`src/c2es_pkg.sv`:
```
// Shared types and constants for the calendar-to-epoch-seconds pipeline.
// No dependencies. Used by c2es_year_days and calendar_to_epoch_seconds_core.
`timescale 1ns / 1ps
`default_nettype none

package c2es_pkg;

    // First year of the epoch.
    localparam logic [15:0] C_EPOCH_YEAR    = 16'd1970;
    // Leap years in 1 .. 1969: 492 - 19 + 4.
    localparam logic [15:0] C_LEAPS_TO_1969 = 16'd477;
    localparam logic [8:0]  C_DAYS_PER_YEAR = 9'd365;
    localparam logic [6:0]  C_HUNDRED       = 7'd100;
    // Reciprocal of 100 scaled by 2^23; exact for every 16-bit dividend.
    localparam logic [16:0] C_RECIP_100     = 17'd83887;
    localparam int          C_RECIP_SHIFT   = 23;
    localparam logic [16:0] C_SECS_PER_DAY  = 17'd86400;
    localparam logic [11:0] C_SECS_PER_HOUR = 12'd3600;
    localparam logic [5:0]  C_SECS_PER_MIN  = 6'd60;
    localparam logic [7:0]  C_MONTH_FEB     = 8'd2;

    // Year-dependent parts of the day count, handed from the year unit.
    typedef struct packed {
        logic        leap;       // the year itself is a leap year
        logic [24:0] yoff_days;  // (year - 1970) * 365
        logic [15:0] leaps;      // leap days between 1970 and the year
    } t_year_info;

    // Days before the first of each month; other month numbers use January.
    function automatic logic [8:0] f_days_before_month(input logic [7:0] month);
        logic [8:0] v_days;
        case (month)
            8'd2:    v_days = 9'd31;
            8'd3:    v_days = 9'd59;
            8'd4:    v_days = 9'd90;
            8'd5:    v_days = 9'd120;
            8'd6:    v_days = 9'd151;
            8'd7:    v_days = 9'd181;
            8'd8:    v_days = 9'd212;
            8'd9:    v_days = 9'd243;
            8'd10:   v_days = 9'd273;
            8'd11:   v_days = 9'd304;
            8'd12:   v_days = 9'd334;
            default: v_days = 9'd0;
        endcase
        return v_days;
    endfunction

endpackage

`default_nettype wire

```
`src/c2es_year_days.sv`:
```
// Two-stage year unit: splits the year by 100 with a reciprocal multiply and
// derives the leap flag, the leap-day count and the whole-year day offset. Uses c2es_pkg.
`timescale 1ns / 1ps
`default_nettype none

module c2es_year_days (
    input  wire logic              i_clk,
    input  wire logic              i_en,
    input  wire logic [15:0]       i_year,
    output c2es_pkg::t_year_info   o_info
);
    import c2es_pkg::*;

    logic [32:0] w_recip_prod;
    logic [15:0] r_year;
    logic [9:0]  r_q;

    logic [16:0] w_q100;
    logic [16:0] w_rem;
    logic        w_rem_zero;
    logic [9:0]  w_qn;
    logic [15:0] w_n;
    logic [15:0] w_yoff;
    t_year_info  n_info;
    t_year_info  r_info;

    // Stage one: quotient of the year by 100.
    assign w_recip_prod = i_year * C_RECIP_100;

    always_ff @(posedge i_clk) begin
        if (i_en) begin
            r_year <= i_year;
            r_q    <= w_recip_prod[C_RECIP_SHIFT +: 10];
        end
    end

    // Stage two: remainder, leap rule, and the closed-form leap count of year - 1.
    assign w_q100     = r_q * C_HUNDRED;
    assign w_rem      = {1'b0, r_year} - w_q100;
    assign w_rem_zero = (w_rem == 17'd0);
    // (year - 1) / 100 drops by one exactly when the year is a multiple of 100.
    assign w_qn       = r_q - {9'd0, w_rem_zero};
    assign w_n        = r_year - 16'd1;
    assign w_yoff     = r_year - C_EPOCH_YEAR;

    always_comb begin
        n_info.leap      = w_rem_zero ? (r_q[1:0] == 2'b00) : (r_year[1:0] == 2'b00);
        n_info.yoff_days = w_yoff * C_DAYS_PER_YEAR;
        n_info.leaps     = {2'b00, w_n[15:2]} - {6'd0, w_qn} + {8'd0, w_qn[9:2]}
                         - C_LEAPS_TO_1969;
    end

    always_ff @(posedge i_clk) begin
        if (i_en) begin
            r_info <= n_info;
        end
    end

    assign o_info = r_info;

endmodule

`default_nettype wire

```
`src/calendar_to_epoch_seconds_core.sv`:
```
// Throughput: one transaction per cycle; the five-stage pipeline stalls as a
// whole only while its output register holds a result that is not taken.
// Reset: synchronous, active low; clears the stage valid bits only.
// Depends on c2es_pkg and c2es_year_days.
`timescale 1ns / 1ps
`default_nettype none

module calendar_to_epoch_seconds_core (
    input  wire logic        i_clk,
    input  wire logic        i_rst_n,
    input  wire logic        i_valid,
    output logic             o_ready,
    input  wire logic [15:0] i_year,
    input  wire logic [7:0]  i_month,
    input  wire logic [7:0]  i_day,
    input  wire logic [7:0]  i_hour,
    input  wire logic [7:0]  i_minute,
    input  wire logic [7:0]  i_second,
    output logic             o_valid,
    input  wire logic        i_ready,
    output logic [40:0]      o_epoch_seconds
);
    import c2es_pkg::*;

    logic        w_adv;
    logic [5:1]  r_vld;
    logic [5:1]  n_vld;

    logic        r1_ok, r2_ok, r3_ok, r4_ok;
    logic        r1_mgt2, r2_mgt2;
    logic [8:0]  r1_dbm, r2_dbm;
    logic [7:0]  r1_dayadj, r2_dayadj;
    logic [19:0] n1_hms, r1_hms, r2_hms, r3_hms, r4_hms;
    logic [24:0] n3_days, r3_days;
    logic [41:0] w_day_prod;
    logic [40:0] r4_secs;
    logic [40:0] n5_out, r5_out;
    t_year_info  w_info;

    // The whole pipeline moves when the output register is empty or being drained.
    assign w_adv   = !r_vld[5] || i_ready;
    assign o_ready = w_adv;
    assign n_vld   = {r_vld[4:1], i_valid};

    always_ff @(posedge i_clk) begin
        if (!i_rst_n) begin
            r_vld <= '0;
        end else if (w_adv) begin
            r_vld <= n_vld;
        end
    end

    // Year decomposition, stages one and two.
    c2es_year_days u_year_days (
        .i_clk  (i_clk),
        .i_en   (w_adv),
        .i_year (i_year),
        .o_info (w_info)
    );

    // Stage one: month offset, day adjustment and time-of-day seconds.
    assign n1_hms = i_hour * C_SECS_PER_HOUR + i_minute * C_SECS_PER_MIN
                  + {12'd0, i_second};

    always_ff @(posedge i_clk) begin
        if (w_adv) begin
            r1_ok     <= (i_year >= C_EPOCH_YEAR);
            r1_mgt2   <= (i_month > C_MONTH_FEB);
            r1_dbm    <= f_days_before_month(i_month);
            r1_dayadj <= (i_day == 8'd0) ? 8'd0 : i_day - 8'd1;
            r1_hms    <= n1_hms;
        end
    end

    // Stage two: side data waits for the year unit.
    always_ff @(posedge i_clk) begin
        if (w_adv) begin
            r2_ok     <= r1_ok;
            r2_mgt2   <= r1_mgt2;
            r2_dbm    <= r1_dbm;
            r2_dayadj <= r1_dayadj;
            r2_hms    <= r1_hms;
        end
    end

    // Stage three: total day count.
    assign n3_days = w_info.yoff_days + {9'd0, w_info.leaps} + {16'd0, r2_dbm}
                   + {24'd0, (r2_mgt2 && w_info.leap)} + {17'd0, r2_dayadj};

    always_ff @(posedge i_clk) begin
        if (w_adv) begin
            r3_days <= n3_days;
            r3_ok   <= r2_ok;
            r3_hms  <= r2_hms;
        end
    end

    // Stage four: days to seconds.
    assign w_day_prod = r3_days * C_SECS_PER_DAY;

    always_ff @(posedge i_clk) begin
        if (w_adv) begin
            r4_secs <= w_day_prod[40:0];
            r4_ok   <= r3_ok;
            r4_hms  <= r3_hms;
        end
    end

    // Stage five: add the time of day; years before the epoch give zero.
    assign n5_out = r4_ok ? (r4_secs + {21'd0, r4_hms}) : '0;

    always_ff @(posedge i_clk) begin
        if (w_adv) begin
            r5_out <= n5_out;
        end
    end

    assign o_valid         = r_vld[5];
    assign o_epoch_seconds = r5_out;

    // A held output freezes every stage's valid bit.
    a_stall_holds: assert property (@(posedge i_clk) disable iff (!i_rst_n)
        !w_adv |=> $stable(r_vld))
        else $error("pipeline valid bits moved during a stall");

    // An accepted input transaction occupies stage one on the next cycle.
    a_accept_enters: assert property (@(posedge i_clk) disable iff (!i_rst_n)
        (i_valid && o_ready) |=> r_vld[1])
        else $error("accepted transaction did not enter stage one");

    // A transaction in stage four reaches the output register when the pipe moves.
    a_last_stage: assert property (@(posedge i_clk) disable iff (!i_rst_n)
        (w_adv && r_vld[4]) |=> o_valid)
        else $error("transaction lost between stage four and the output");

endmodule

`default_nettype wire

```
`config.mk`:
```
export PLATFORM = sky130hd
export DESIGN_NAME = calendar_to_epoch_seconds_core
export DESIGN_NICKNAME = d
export VERILOG_FILES = /design/src/c2es_pkg.sv /design/src/c2es_year_days.sv /design/src/calendar_to_epoch_seconds_core.sv
export SDC_FILE = /design/constraint.sdc
export NUM_CORES = 1
export LEC_CHECK = 0
export BUFFER_PORTS_ARGS = -buffer_cell sky130_fd_sc_hd__clkbuf_2
export CAP_MARGIN = 20
export CORE_MARGIN = 1
export CORE_UTILIZATION = 50
export DETAILED_ROUTE_END_ITERATION = 8
export GPL_ROUTABILITY_DRIVEN = 0
export GPL_TIMING_DRIVEN = 0
export PLACE_DENSITY = 0.76
export SYNTH_ARGS = -nofsm -noshare
export SYNTH_HDL_FRONTEND = slang
export SYNTH_SLANG_ARGS = --single-unit
```
`constraint.sdc`:
```
create_clock -name i_clk -period 14.63 [get_ports i_clk]
set_input_delay 2.926 -clock i_clk [delete_from_list [all_inputs] [get_ports i_clk]]
set_output_delay 2.926 -clock i_clk [all_outputs]
set_load 0.02 [all_outputs]
```
* Yosys cells after proc, flatten, opt, wreduce, memory -nomap -nowiden *
Memory sizes are Yosys's and may differ from the RTL's. A register that Yosys moved wholly into a read port is not among the register bits.
Cells that the tools add are included.

word-level totals
  memories kept = 1
  flip-flop bits (word level) = 284
  word-level logic and storage cells = 56
  input bits = 60
  RAM bits = 0
  bits in read-only memories = 144
  bits in latches = 0

memory list
  name             words  width  rd ports  clocked after Yosys merged registers in  wr ports  RTL line        source
  (no name shown)  16     9      1         1                                        0         c2es_pkg.sv:32  case (month)

cells by class
  equality and inequality tests = 0
  add/sub/neg operators = 15
  multipliers = 6
  order comparisons = 2
  bitwise gates (word level) = 0
  reduce and logical (&&, ||, !) cells = 9
  muxes and demuxes = 1
  shift operators = 0
  div/mod/pow operators = 0

operators with widths
  kind                    count
  $add 41x20->41          1
  $mul 25x10->34 const B  1
  $mul 16x17->33 const B  1
  $add 25x1->25           1
  $add 25x16->25          1
  $add 25x8->25           1
  $add 25x9->25           1
  $mul 16x9->25 const B   1
  $add 20x14->20          1
  $add 20x8->20           1
  $logic_not 17->1        1
  $sub 16x17->17          1
  $add 16x8->16           1
  $ge 16x11->1 const B    1
  $mul 8x8->16 const B    1
  $sub 16x1->16 const B   1
  $sub 16x11->16 const B  1
  $sub 16x9->16 const B   1
  $mul 10x5->15 const B   1
  $sub 14x10->15          1
  $mul 8x4->12 const B    1
  $sub 10x1->10           1
  $gt 8x2->1 const B      1
  $logic_not 8->1         1
  other kinds (7)         9

* Logic depth before layout (Yosys ltp) *
Gate-level depths: netlist of the first run.

  depth in word-level cells = 7
  mapped depth = 47

* Modules after synthesis *
From an unflattened synthesis of the first run, not the netlist that was laid out.

unflattened totals
  cells, all modules = 2,680
  area total of the unflattened synthesis = 29,472.0 um^2

modules (own cells, without submodules)
  module                          area each (um^2)  cells each  instances  seq. area each (um^2)
  calendar_to_epoch_seconds_core  16,463.3          1,399       1          6,706.4
  c2es_year_days                  13,008.7          1,281       1          2,042.0

* Least setup slack after synthesis of the first run *
OpenSTA, ideal clock, no wires.

  path type = input to output
  start point = input i_ready
  end point = output o_ready
  cell stages on the path = 2
  data arrival time = 8,739 ps
  buffers on the path = 0
  data required time = 11,704 ps
  path slack = 2,965 ps
  cell sequence = nor2b_1 inv_1

on the way
  cells in the longest elaborated chain, start to end = 1

ends and longest elaborated chain
  what              RTL line                              source
  from (decl)       calendar_to_epoch_seconds_core.sv:20  input wire logic i_ready,
  $logic_or 1x1->1  calendar_to_epoch_seconds_core.sv:41  assign w_adv = !r_vld[5] || i_ready;
  to (decl)         calendar_to_epoch_seconds_core.sv:12  output logic o_ready,

Every way passes these cells.

==> impl_metrics.csv, run 1 <==
group,metric,value,unit
worst_setup_path,required,14.91,ns
final_layout,finalNetCount,3608,
clock_tree,clkSlewWorstSetupHoldPaths,0.06,ns
logic_synthesis,ys_ff_latch,293,
logic_synthesis,yosysTopAreaCell,"edfxtp_1",
sta,fin_crit,9.76,ns
sta,finClkSkew,0.0246,ns
floorplan,chipHeight,243,µm
final_layout,post_layout_nonfiller_instances,3554,
worst_setup_path,critPathSlowestCell,"edfxtp_1",
worst_setup_path,critPathKind,"reg2reg",
sta,layout_worst_path_cycle_share,0.667,
clock_tree,cts_tree,"done",
worst_setup_path,path_buf_inv,3,
sta,fmax,102,MHz
logic_synthesis,synthDistinctLibCells,79,
sta,rsz0062_at_grt,"no",
final_layout,drive_above_1_share,0.0688,
clock_tree,cts_hold_buf,0,
worst_setup_path,path_max_fanout,6,
worst_setup_path,cp_top_family,"adder cells",
route,detail-route-antenna-nets,0,
sta,setup_tns,0,ns
clock_tree,cts_setup_buffers,0,
floorplan,die-area,59100,µm²
floorplan,die_w,243,µm
logic_synthesis,syn-cell-area,29100,µm²
global_routing,antenna_found_initial,0,
floorplan,core-area,57600,µm²
final_layout,multiInputGateArea,18300,µm²
sta,worstMarginPinSlew,0.935,ns
global_routing,grt_pass1_vias,20100,
place,io_buffers,102,
sta,holdWs,0.406,ns
clock_tree,cts_buffer_depth,3,
route,post_drt_wl_per_cell,15.8,µm
clock_tree,clk_latency,0.56,ns
run_status,violations,"DRC",
clock_tree,cts_buffers,34,
worst_setup_path,cpPeakStageDelay,0.46,ns
global_routing,grt_usage,0.194,
worst_setup_path,cp.arrival,10.03,ns
route,drt_first_pass_iters,7,
final_layout,fill_cells,4791,
floorplan,io_pins,103,
route,vias_per_cell,5.35,
logic_synthesis,ys_seq_area_frac,0.301,
place,placed_cells,3492,
global_routing,overflow,0,
route,vias,19000,
logic_synthesis,syn_nets,3468,
route,wl,56000,µm
sta,finalSetupViolCount,0,
logic_synthesis,ys_warn_count,0,
logic_synthesis,avgSynthCellArea,11.1,µm²
sta,hold_viol,0,
logic_synthesis,synth-edff-count,288,
global_routing,grt_pass1_wl,94300,µm
run_status,outcome,"complete, but fails checks",
global_routing,grt_max_degree,131,
clock_tree,cts_sinks,293,
final_layout,layout_common_cells,"ha_1 (526), inv_1 (508), edfxtp_1 (288)",
worst_hold_path,worst_hold_path_type,"reg2reg",
worst_setup_path,start_kind,"flop",
clock_tree,h-tree-depth,2,
clock_tree,cts-root-buf,"clkbuf_16",
place,dp_slack,4.94,ns
sta,final_max_slew_viol_count,0,
logic_synthesis,synth_area_leaders,"edfxtp_1 (30%), ha_1 (23%), fa_1 (18%)",
run,maxCapViolCount,0,
final_layout,syn2layout_area_growth,9.33,%
worst_setup_path,cp_common_cell,"ha_1",
logic_synthesis,synth_ff_type,"edfxtp_1",
route,drcViolationCount,1,
floorplan,num_rows,88,
final_layout,final_common_cell,"ha_1",
logic_synthesis,synth_top_cell_area_share,0.298,
route,drt_iter0_drc,807,
floorplan,initial_core_util,0.505,
sta,setup_ws,4.87,ns
worst_setup_path,critPathCaptureType,"flop",
worst_setup_path,rrSetupSlack,4.87,ns
final_layout,seq_area,8750,µm²
logic_synthesis,syn_inst,2623,
sta,slew-limit-headroom,0.369,
final_layout,diodes,0,
logic_synthesis,synthArstFlopShare,0,
clock_tree,cts_resized,0,
place,hpwl,45900,µm
-- worst reg2reg max path: cells and delay by family (launching register included) --
kind / cells / cell delay (ns)
compound gates: 14 / 2.81
xor+xnor: 5 / 0.94
fa+ha+maj: 10 / 3.11
buf+inv: 3 / 0.38
flops: 1 / 0.46
mux: 2 / 0.54
simple gates: 9 / 1.23
-- final timing paths --
path | depth (start not counted) | start | to
worst max register to register | 43 | u_year_days.r_q[2] | u_year_days.o_info[14]
worst min-delay path | 0 | r3_hms[15] | r4_hms[15]
worst max-delay path | 43 | u_year_days.r_q[2] | u_year_days.o_info[14]
worst min register to register | 0 | r3_hms[15] | r4_hms[15]
-- sequential cells by signal, summed over array words and instances, names as in the netlist --
| register | count |
|---|---|
| u_year_days.r_q | 10 |
| r2_dayadj | 8 |
| r1_mgt2 | 1 |
| r1_dayadj | 8 |
| r3_days | 25 |
| r4_hms | 20 |
| r3_ok | 1 |
| u_year_days.r_year | 16 |
| r1_dbm | 9 |
| r2_mgt2 | 1 |
| u_year_days.o_info | 42 |
| r1_hms | 20 |
| r2_hms | 20 |
| r3_hms | 20 |
| r1_ok | 1 |
| o_epoch_seconds | 41 |
| r2_dbm | 9 |
| r_vld | 5 |
| r4_secs | 34 |
| r4_ok | 1 |
| r2_ok | 1 |
-- cell usage after synthesis, drive strengths merged, types with 11 or more instances --
library cell,number
a211oi,16
nand4,12
and2,19
edfxtp,288
a21boi,11
nor3,28
o21bai,19
o21a,23
a21o,52
mux2i,17
nand2b,31
or3,12
o21ai,74
inv,509
fa,259
nor2,104
nand2,103
xnor2,123
xor2,62
ha,526
and3,19
nand3,31
clkbuf,14
a21oi,109
nor2b,24
-- cell families (layout without fill, tap and decap cells) --
kind of cell,Yosys count,in the layout,synth area share
muxes,21,21,0.00805
and+or+nand+nor,426,426,0.0737
buffers and inverters,527,693,0.0682
adders and majority gates,787,787,0.406
xor gates and xnor gates,185,185,0.0558
AOI/OAI and AO/OA,384,384,0.0877
DFF,293,293,0.301
-- metal layers --
layer | vias up | track usage | share of wire
met2 | 395 | 0.364 | 0.53
met3 | 110 | 0.0272 | 0.038
met4 | 0 | 0.0644 | 0.026
li1 | 9204 | - | -
met5 | - | 0 | 0
met1 | 9300 | 0.226 | 0.40
-- per-stage QoR --
step / area [µm²] / utilization
global route: 31800 / 0.552
global placement: 30500 / 0.530
detailed placement: 30600 / 0.531
floorplan: 29100 / -
CTS: 31800 / 0.552
finish: 31800 / 0.552
-- final cells by class --
type,count,share of cell area
buffer,18,0.00224
clock buffer,36,0.0277
clock inverter,26,0.00953
inverter,509,0.0604
multi-input combinational,1803,0.577
sequential,293,0.275
tap,765,0.0301
timing repair buffer,104,0.0178
Power of run 1 is left out: the tool's default activity adds up to more than one toggle a clock period on the data nets, which glitch-free logic cannot reach.
==> run 2, diff against run 1 <==
Clock period 14.63 ns to 10.1 ns, I/O delays scaled along.
==> run 2 against run 1 <==
Net effect: the flow still finishes with violations (DRC); via count down 0.14%; hold slack gained 0.0071 ns; core utilization rose by 0.072 points; clock-buffer cell count unchanged; maximum frequency grew 3.4%; critical endpoint unchanged.
==> impl_metrics.csv, run 2 (synthesis results as in run 1) <==
group,metric,value,unit
run_status,outcome,"complete, but fails checks",
run_status,violations,"DRC",
sta,fin_crit,9.44,ns
route,drt_iter0_drc,777,
final_layout,largest_reg_flops,42,
floorplan,die-area,59100,µm²
sta,fmax,106,MHz
sta,finClkSkew,0.0236,ns
sta,final_max_slew_viol_count,0,
clock_tree,cts_buffer_depth,3,
route,vias,19000,
route,post_drt_wl_per_cell,15.8,µm
global_routing,overflow,0,
final_layout,final_common_cell,"ha_1",
final_layout,fill_cells,4789,
clock_tree,cts-root-buf,"clkbuf_16",
global_routing,grt_pass1_wl,94300,µm
worst_setup_path,cp_common_cell,"ha_1",
worst_setup_path,critPathSlowestCell,"edfxtp_1",
worst_setup_path,path_max_fanout,6,
final_layout,drive_above_1_share,0.0724,
floorplan,io_pins,103,
sta,setup_tns,0,ns
worst_hold_path,worst_hold_path_type,"reg2reg",
clock_tree,cts_tree,"done",
global_routing,antenna_found_initial,0,
final_layout,finalNetCount,3610,
floorplan,num_rows,88,
worst_setup_path,start_kind,"flop",
worst_setup_path,required,10.38,ns
global_routing,grt_pass1_vias,20100,
floorplan,chipHeight,243,µm
route,vias_per_cell,5.34,
final_layout,diodes,0,
clock_tree,cts_sinks,293,
clock_tree,clk_latency,0.56,ns
sta,slew-limit-headroom,0.362,
route,detail-route-antenna-nets,0,
route,drt_first_pass_iters,9,
sta,layout_worst_path_cycle_share,0.934,
worst_setup_path,critPathKind,"reg2reg",
worst_setup_path,cp.arrival,9.72,ns
place,io_buffers,102,
place,hpwl,45900,µm
route,wl,56100,µm
global_routing,grt_max_degree,131,
route,drcViolationCount,1,
global_routing,grt_usage,0.194,
floorplan,die_w,243,µm
final_layout,syn2layout_area_growth,9.48,%
clock_tree,h-tree-depth,2,
final_layout,layout_common_cells,"ha_1 (526), inv_1 (505), edfxtp_1 (288)",
worst_setup_path,cpPeakStageDelay,0.48,ns
clock_tree,cts_hold_buf,0,
sta,rsz0062_at_grt,"no",
floorplan,initial_core_util,0.505,
run,maxCapViolCount,0,
clock_tree,clkSlewWorstSetupHoldPaths,0.06,ns
sta,hold_viol,0,
floorplan,core-area,57600,µm²
sta,finalSetupViolCount,0,
worst_setup_path,critPathCaptureType,"flop",
sta,worstMarginPinSlew,0.944,ns
clock_tree,cts_buffers,34,
[run 2: cell count changes in the layout (fill, tap and decap cells not counted)]
cell,previous run,this run
inv_1,508,505
inv_2,0,3
buf_4,0,2
o21ai_2,0,1
o21ai_0,74,73
xnor2_2,0,2
a21oi_1,108,106
a21oi_2,1,3
xnor2_1,123,121
[run 2: final cells by class]
class | instances | area (µm²) | share of cell area
clock inverters | 26 | 303 | 0.00952
well taps | 765 | 957 | 0.0301
plain buffers | 18 | 71.3 | 0.00224
repair buffers | 106 | 581 | 0.0182
clock buffers | 36 | 880 | 0.0276
inverters | 509 | 1920 | 0.0603
multi-input cells | 1803 | 18400 | 0.577
flip-flops and latches | 293 | 8750 | 0.275
[run 2: worst max-delay path, delay by kind of cell (launching register included)]
family                     cells  cell delay (ns)
xor gates and xnor gates       5             0.89
adders and majority gates     10             3.19
AOI/OAI and AO/OA             14             2.49
and+or+nand+nor               11             1.34
muxes                          2             0.54
buffers and inverters          2             0.22
DFF                            1             0.48
[run 2: routing by layer]
layer / share of wire / routed length, µm / GRT usage / vias to the layer above
met3: 0.035 / 1940 / 0.0272 / 115
li1: - / - / - / 9206
met4: 0.027 / 1520 / 0.0644 / 0
met1: 0.41 / 22900 / 0.226 / 9311
met2: 0.53 / 29800 / 0.364 / 351
met5: 0 / 0 / 0 / -
[run 2: path summary, 6_finish.rpt]
path,start,endpoint,slack (ns),cells past startpoint
hold reg to reg,r1_hms[16],r2_hms[16],0.41,0
setup reg to reg,u_year_days.r_q[2],u_year_days.o_info[14],0.66,44
hold / removal,r1_hms[16],r2_hms[16],0.41,0
setup / recovery,u_year_days.r_q[2],u_year_days.o_info[14],0.66,44
[run 2: timing repair]
item | CTS | global route
setup endpoints to repair | 0 | 3
setup buffers | 0 | 2
resized for setup | 0 | 9
[run 2: per-stage QoR]
stage | utilization | std cells | hold WS, ns | cell area, µm² | worst slack (ns)
2_1_floorplan | - | 2623 | 0.400 | 29100 | 0.247
6_report | 0.553 | 3556 | 0.413 | 31800 | 0.663
3_3_place_gp | 0.530 | 3490 | 0.401 | 30500 | -2.69
4_1_cts | 0.552 | 3554 | 0.407 | 31800 | 0.391
5_1_grt | 0.553 | 3556 | 0.415 | 31800 | 0.0584
3_5_place_dp | 0.531 | 3492 | 0.405 | 30600 | 0.415
Power of run 2 is left out for the same reason.
==> run 3, diff against run 2 <==
Clock period 10.1 ns to 8.99 ns, I/O delays scaled along.
==> run 3 against run 2 <==
Net effect: the run still ends with DRC left; critical path depth down 4; design area rose by 2.2%; die area unchanged; largest cell class unchanged; maximum frequency up 6.1%; cell count rose by 0.96%; register-to-register slack got worse by 0.57 ns; critical path type unchanged; global-route usage increased by 0.055 points; clock skew grew 0.0085 ns; sequential share of layout area shrank 0.60 points; clock-buffer cell count increased by 4; first-iteration DRC count up 15%.
==> impl_metrics.csv, run 3 (synthesis results as in run 1) <==
group,metric,value,unit
route,drt_iter0_drc,894,
route,drcViolationCount,1,
floorplan,io_pins,103,
place,io_buffers,102,
route,post_drt_wl_per_cell,16.0,µm
final_layout,layout_common_cells,"inv_1 (502), ha_1 (501), edfxtp_1 (288)",
worst_setup_path,rrSetupSlack,0.1,ns
final_layout,drive_above_1_share,0.103,
sta,rsz0062_at_grt,"yes",
worst_hold_path,worst_hold_path_type,"reg2reg",
run,maxCapViolCount,0,
floorplan,num_rows,88,
final_layout,final_common_cell,"inv_1",
sta,final_max_slew_viol_count,0,
sta,setup_ws,0.0964,ns
clock_tree,clk_latency,0.57,ns
worst_setup_path,critical_path.endpoint,"u_year_days.o_info[14]",
run_status,violations,"DRC",
route,detail-route-antenna-nets,0,
clock_tree,clkSlewWorstSetupHoldPaths,0.06,ns
worst_setup_path,worstRegToRegCells,40,
global_routing,grt_pass1_vias,20400,
place,hpwl,46500,µm
route,wl,57600,µm
run_status,outcome,"complete, but fails checks",
sta,holdWs,0.385,ns
final_layout,diodes,0,
clock_tree,cts_buffers,34,
worst_setup_path,start_kind,"flop",
route,vias,19200,
sta,finalSetupViolCount,0,
floorplan,core-area,57600,µm²
global_routing,grt_pass1_wl,94400,µm
worst_setup_path,crit_start,"u_year_days.r_q[3]",
sta,fmax,112,MHz
final_layout,largest_reg_flops,42,
global_routing,grt_usage,0.195,
worst_setup_path,reg2reg_from,"u_year_days.r_q[3]",
worst_setup_path,critPathCaptureType,"flop",
floorplan,chipHeight,243,µm
floorplan,initial_core_util,0.505,
clock_tree,cts_hold_buf,0,
route,drt_first_pass_iters,9,
sta,fin_crit,8.89,ns
sta,worstMarginPinSlew,0.886,ns
floorplan,die_w,243,µm
sta,hold_viol,0,
worst_setup_path,critPathSlowestCell,"edfxtp_1",
clock_tree,cts_buffer_depth,3,
worst_setup_path,required,9.28,ns
final_layout,syn2layout_area_growth,11.9,%
clock_tree,cts-root-buf,"clkbuf_16",
worst_setup_path,cpPeakStageDelay,0.48,ns
clock_tree,cts_sinks,293,
global_routing,overflow,0,
worst_setup_path,cp.arrival,9.18,ns
worst_setup_path,timing.rr.end,"u_year_days.o_info[14]",
route,vias_per_cell,5.36,
floorplan,die-area,59100,µm²
worst_setup_path,path_max_fanout,5,
global_routing,antenna_found_initial,0,
sta,layout_worst_path_cycle_share,0.989,
clock_tree,h-tree-depth,2,
worst_setup_path,critPathKind,"reg2reg",
clock_tree,cts_tree,"done",
global_routing,grt_max_degree,45,
sta,slew-limit-headroom,0.408,
place,dp_slack,-0.681,ns
final_layout,finalNetCount,3647,
sta,finClkSkew,0.0321,ns
[run 3: how the worst min path moves through the flow]
stage	from	endpoint	slack (ns)	cells past startpoint
global route	r2_hms[14]	r3_hms[14]	0.40	0
detailed placement	r1_dayadj[5]	r2_dayadj[5]	0.40	0
CTS	r2_hms[14]	r3_hms[14]	0.39	0
finish	r2_hms[14]	r3_hms[14]	0.39	0
global placement	r3_hms[15]	r4_hms[15]	0.40	0
floorplan	r1_dayadj[0]	r2_dayadj[0]	0.40	0
[run 3: critical path, delay by kind of cell, from the launching register on]
family | cells | cell delay (ns)
XOR/XNOR | 3 | 0.38
multiplexers | 2 | 0.56
AO/OA/AOI/OAI | 19 | 3.28
AND/OR/NAND/NOR | 3 | 0.29
adder cells (fa/ha/maj) | 11 | 3.34
buffers and inverters | 2 | 0.29
flip-flops | 1 | 0.48
[run 3: per-layer routing]
metal,vias up,track usage,share of wire
met3,142,0.0263,0.037
met5,-,0,0
met4,0,0.0721,0.034
met2,406,0.366,0.53
met1,9412,0.224,0.40
li1,9287,-,-
[run 3: through the flow]
step | setup TNS (ns) | area, µm² | cells | util
after global routing | -0.465 | 32500 | 3590 | 0.565
after global placement | -1.62 | 30500 | 3490 | 0.530
after floorplan | 0 | 29100 | 2623 | -
after detailed placement | -1.79 | 30700 | 3498 | 0.533
final | 0 | 32500 | 3590 | 0.565
after CTS | -0.0366 | 32000 | 3569 | 0.555
[run 3: what timing repair did]
action,in CTS,in global routing
setup buffers,12,21
endpoints found under the setup margin,4,4
pin swaps,14,62
resized for setup,26,65
[run 3: layout make-up]
type	instances	area, µm²
clock buffers	40	873
fillers	4651	25100
inverters	509	1910
well taps	765	957
plain buffers	18	71.3
multi-input cells	1803	18800
clock inverters	19	219
repair buffers	143	933
flip-flops and latches	293	8750
Power of run 3 is left out for the same reason.
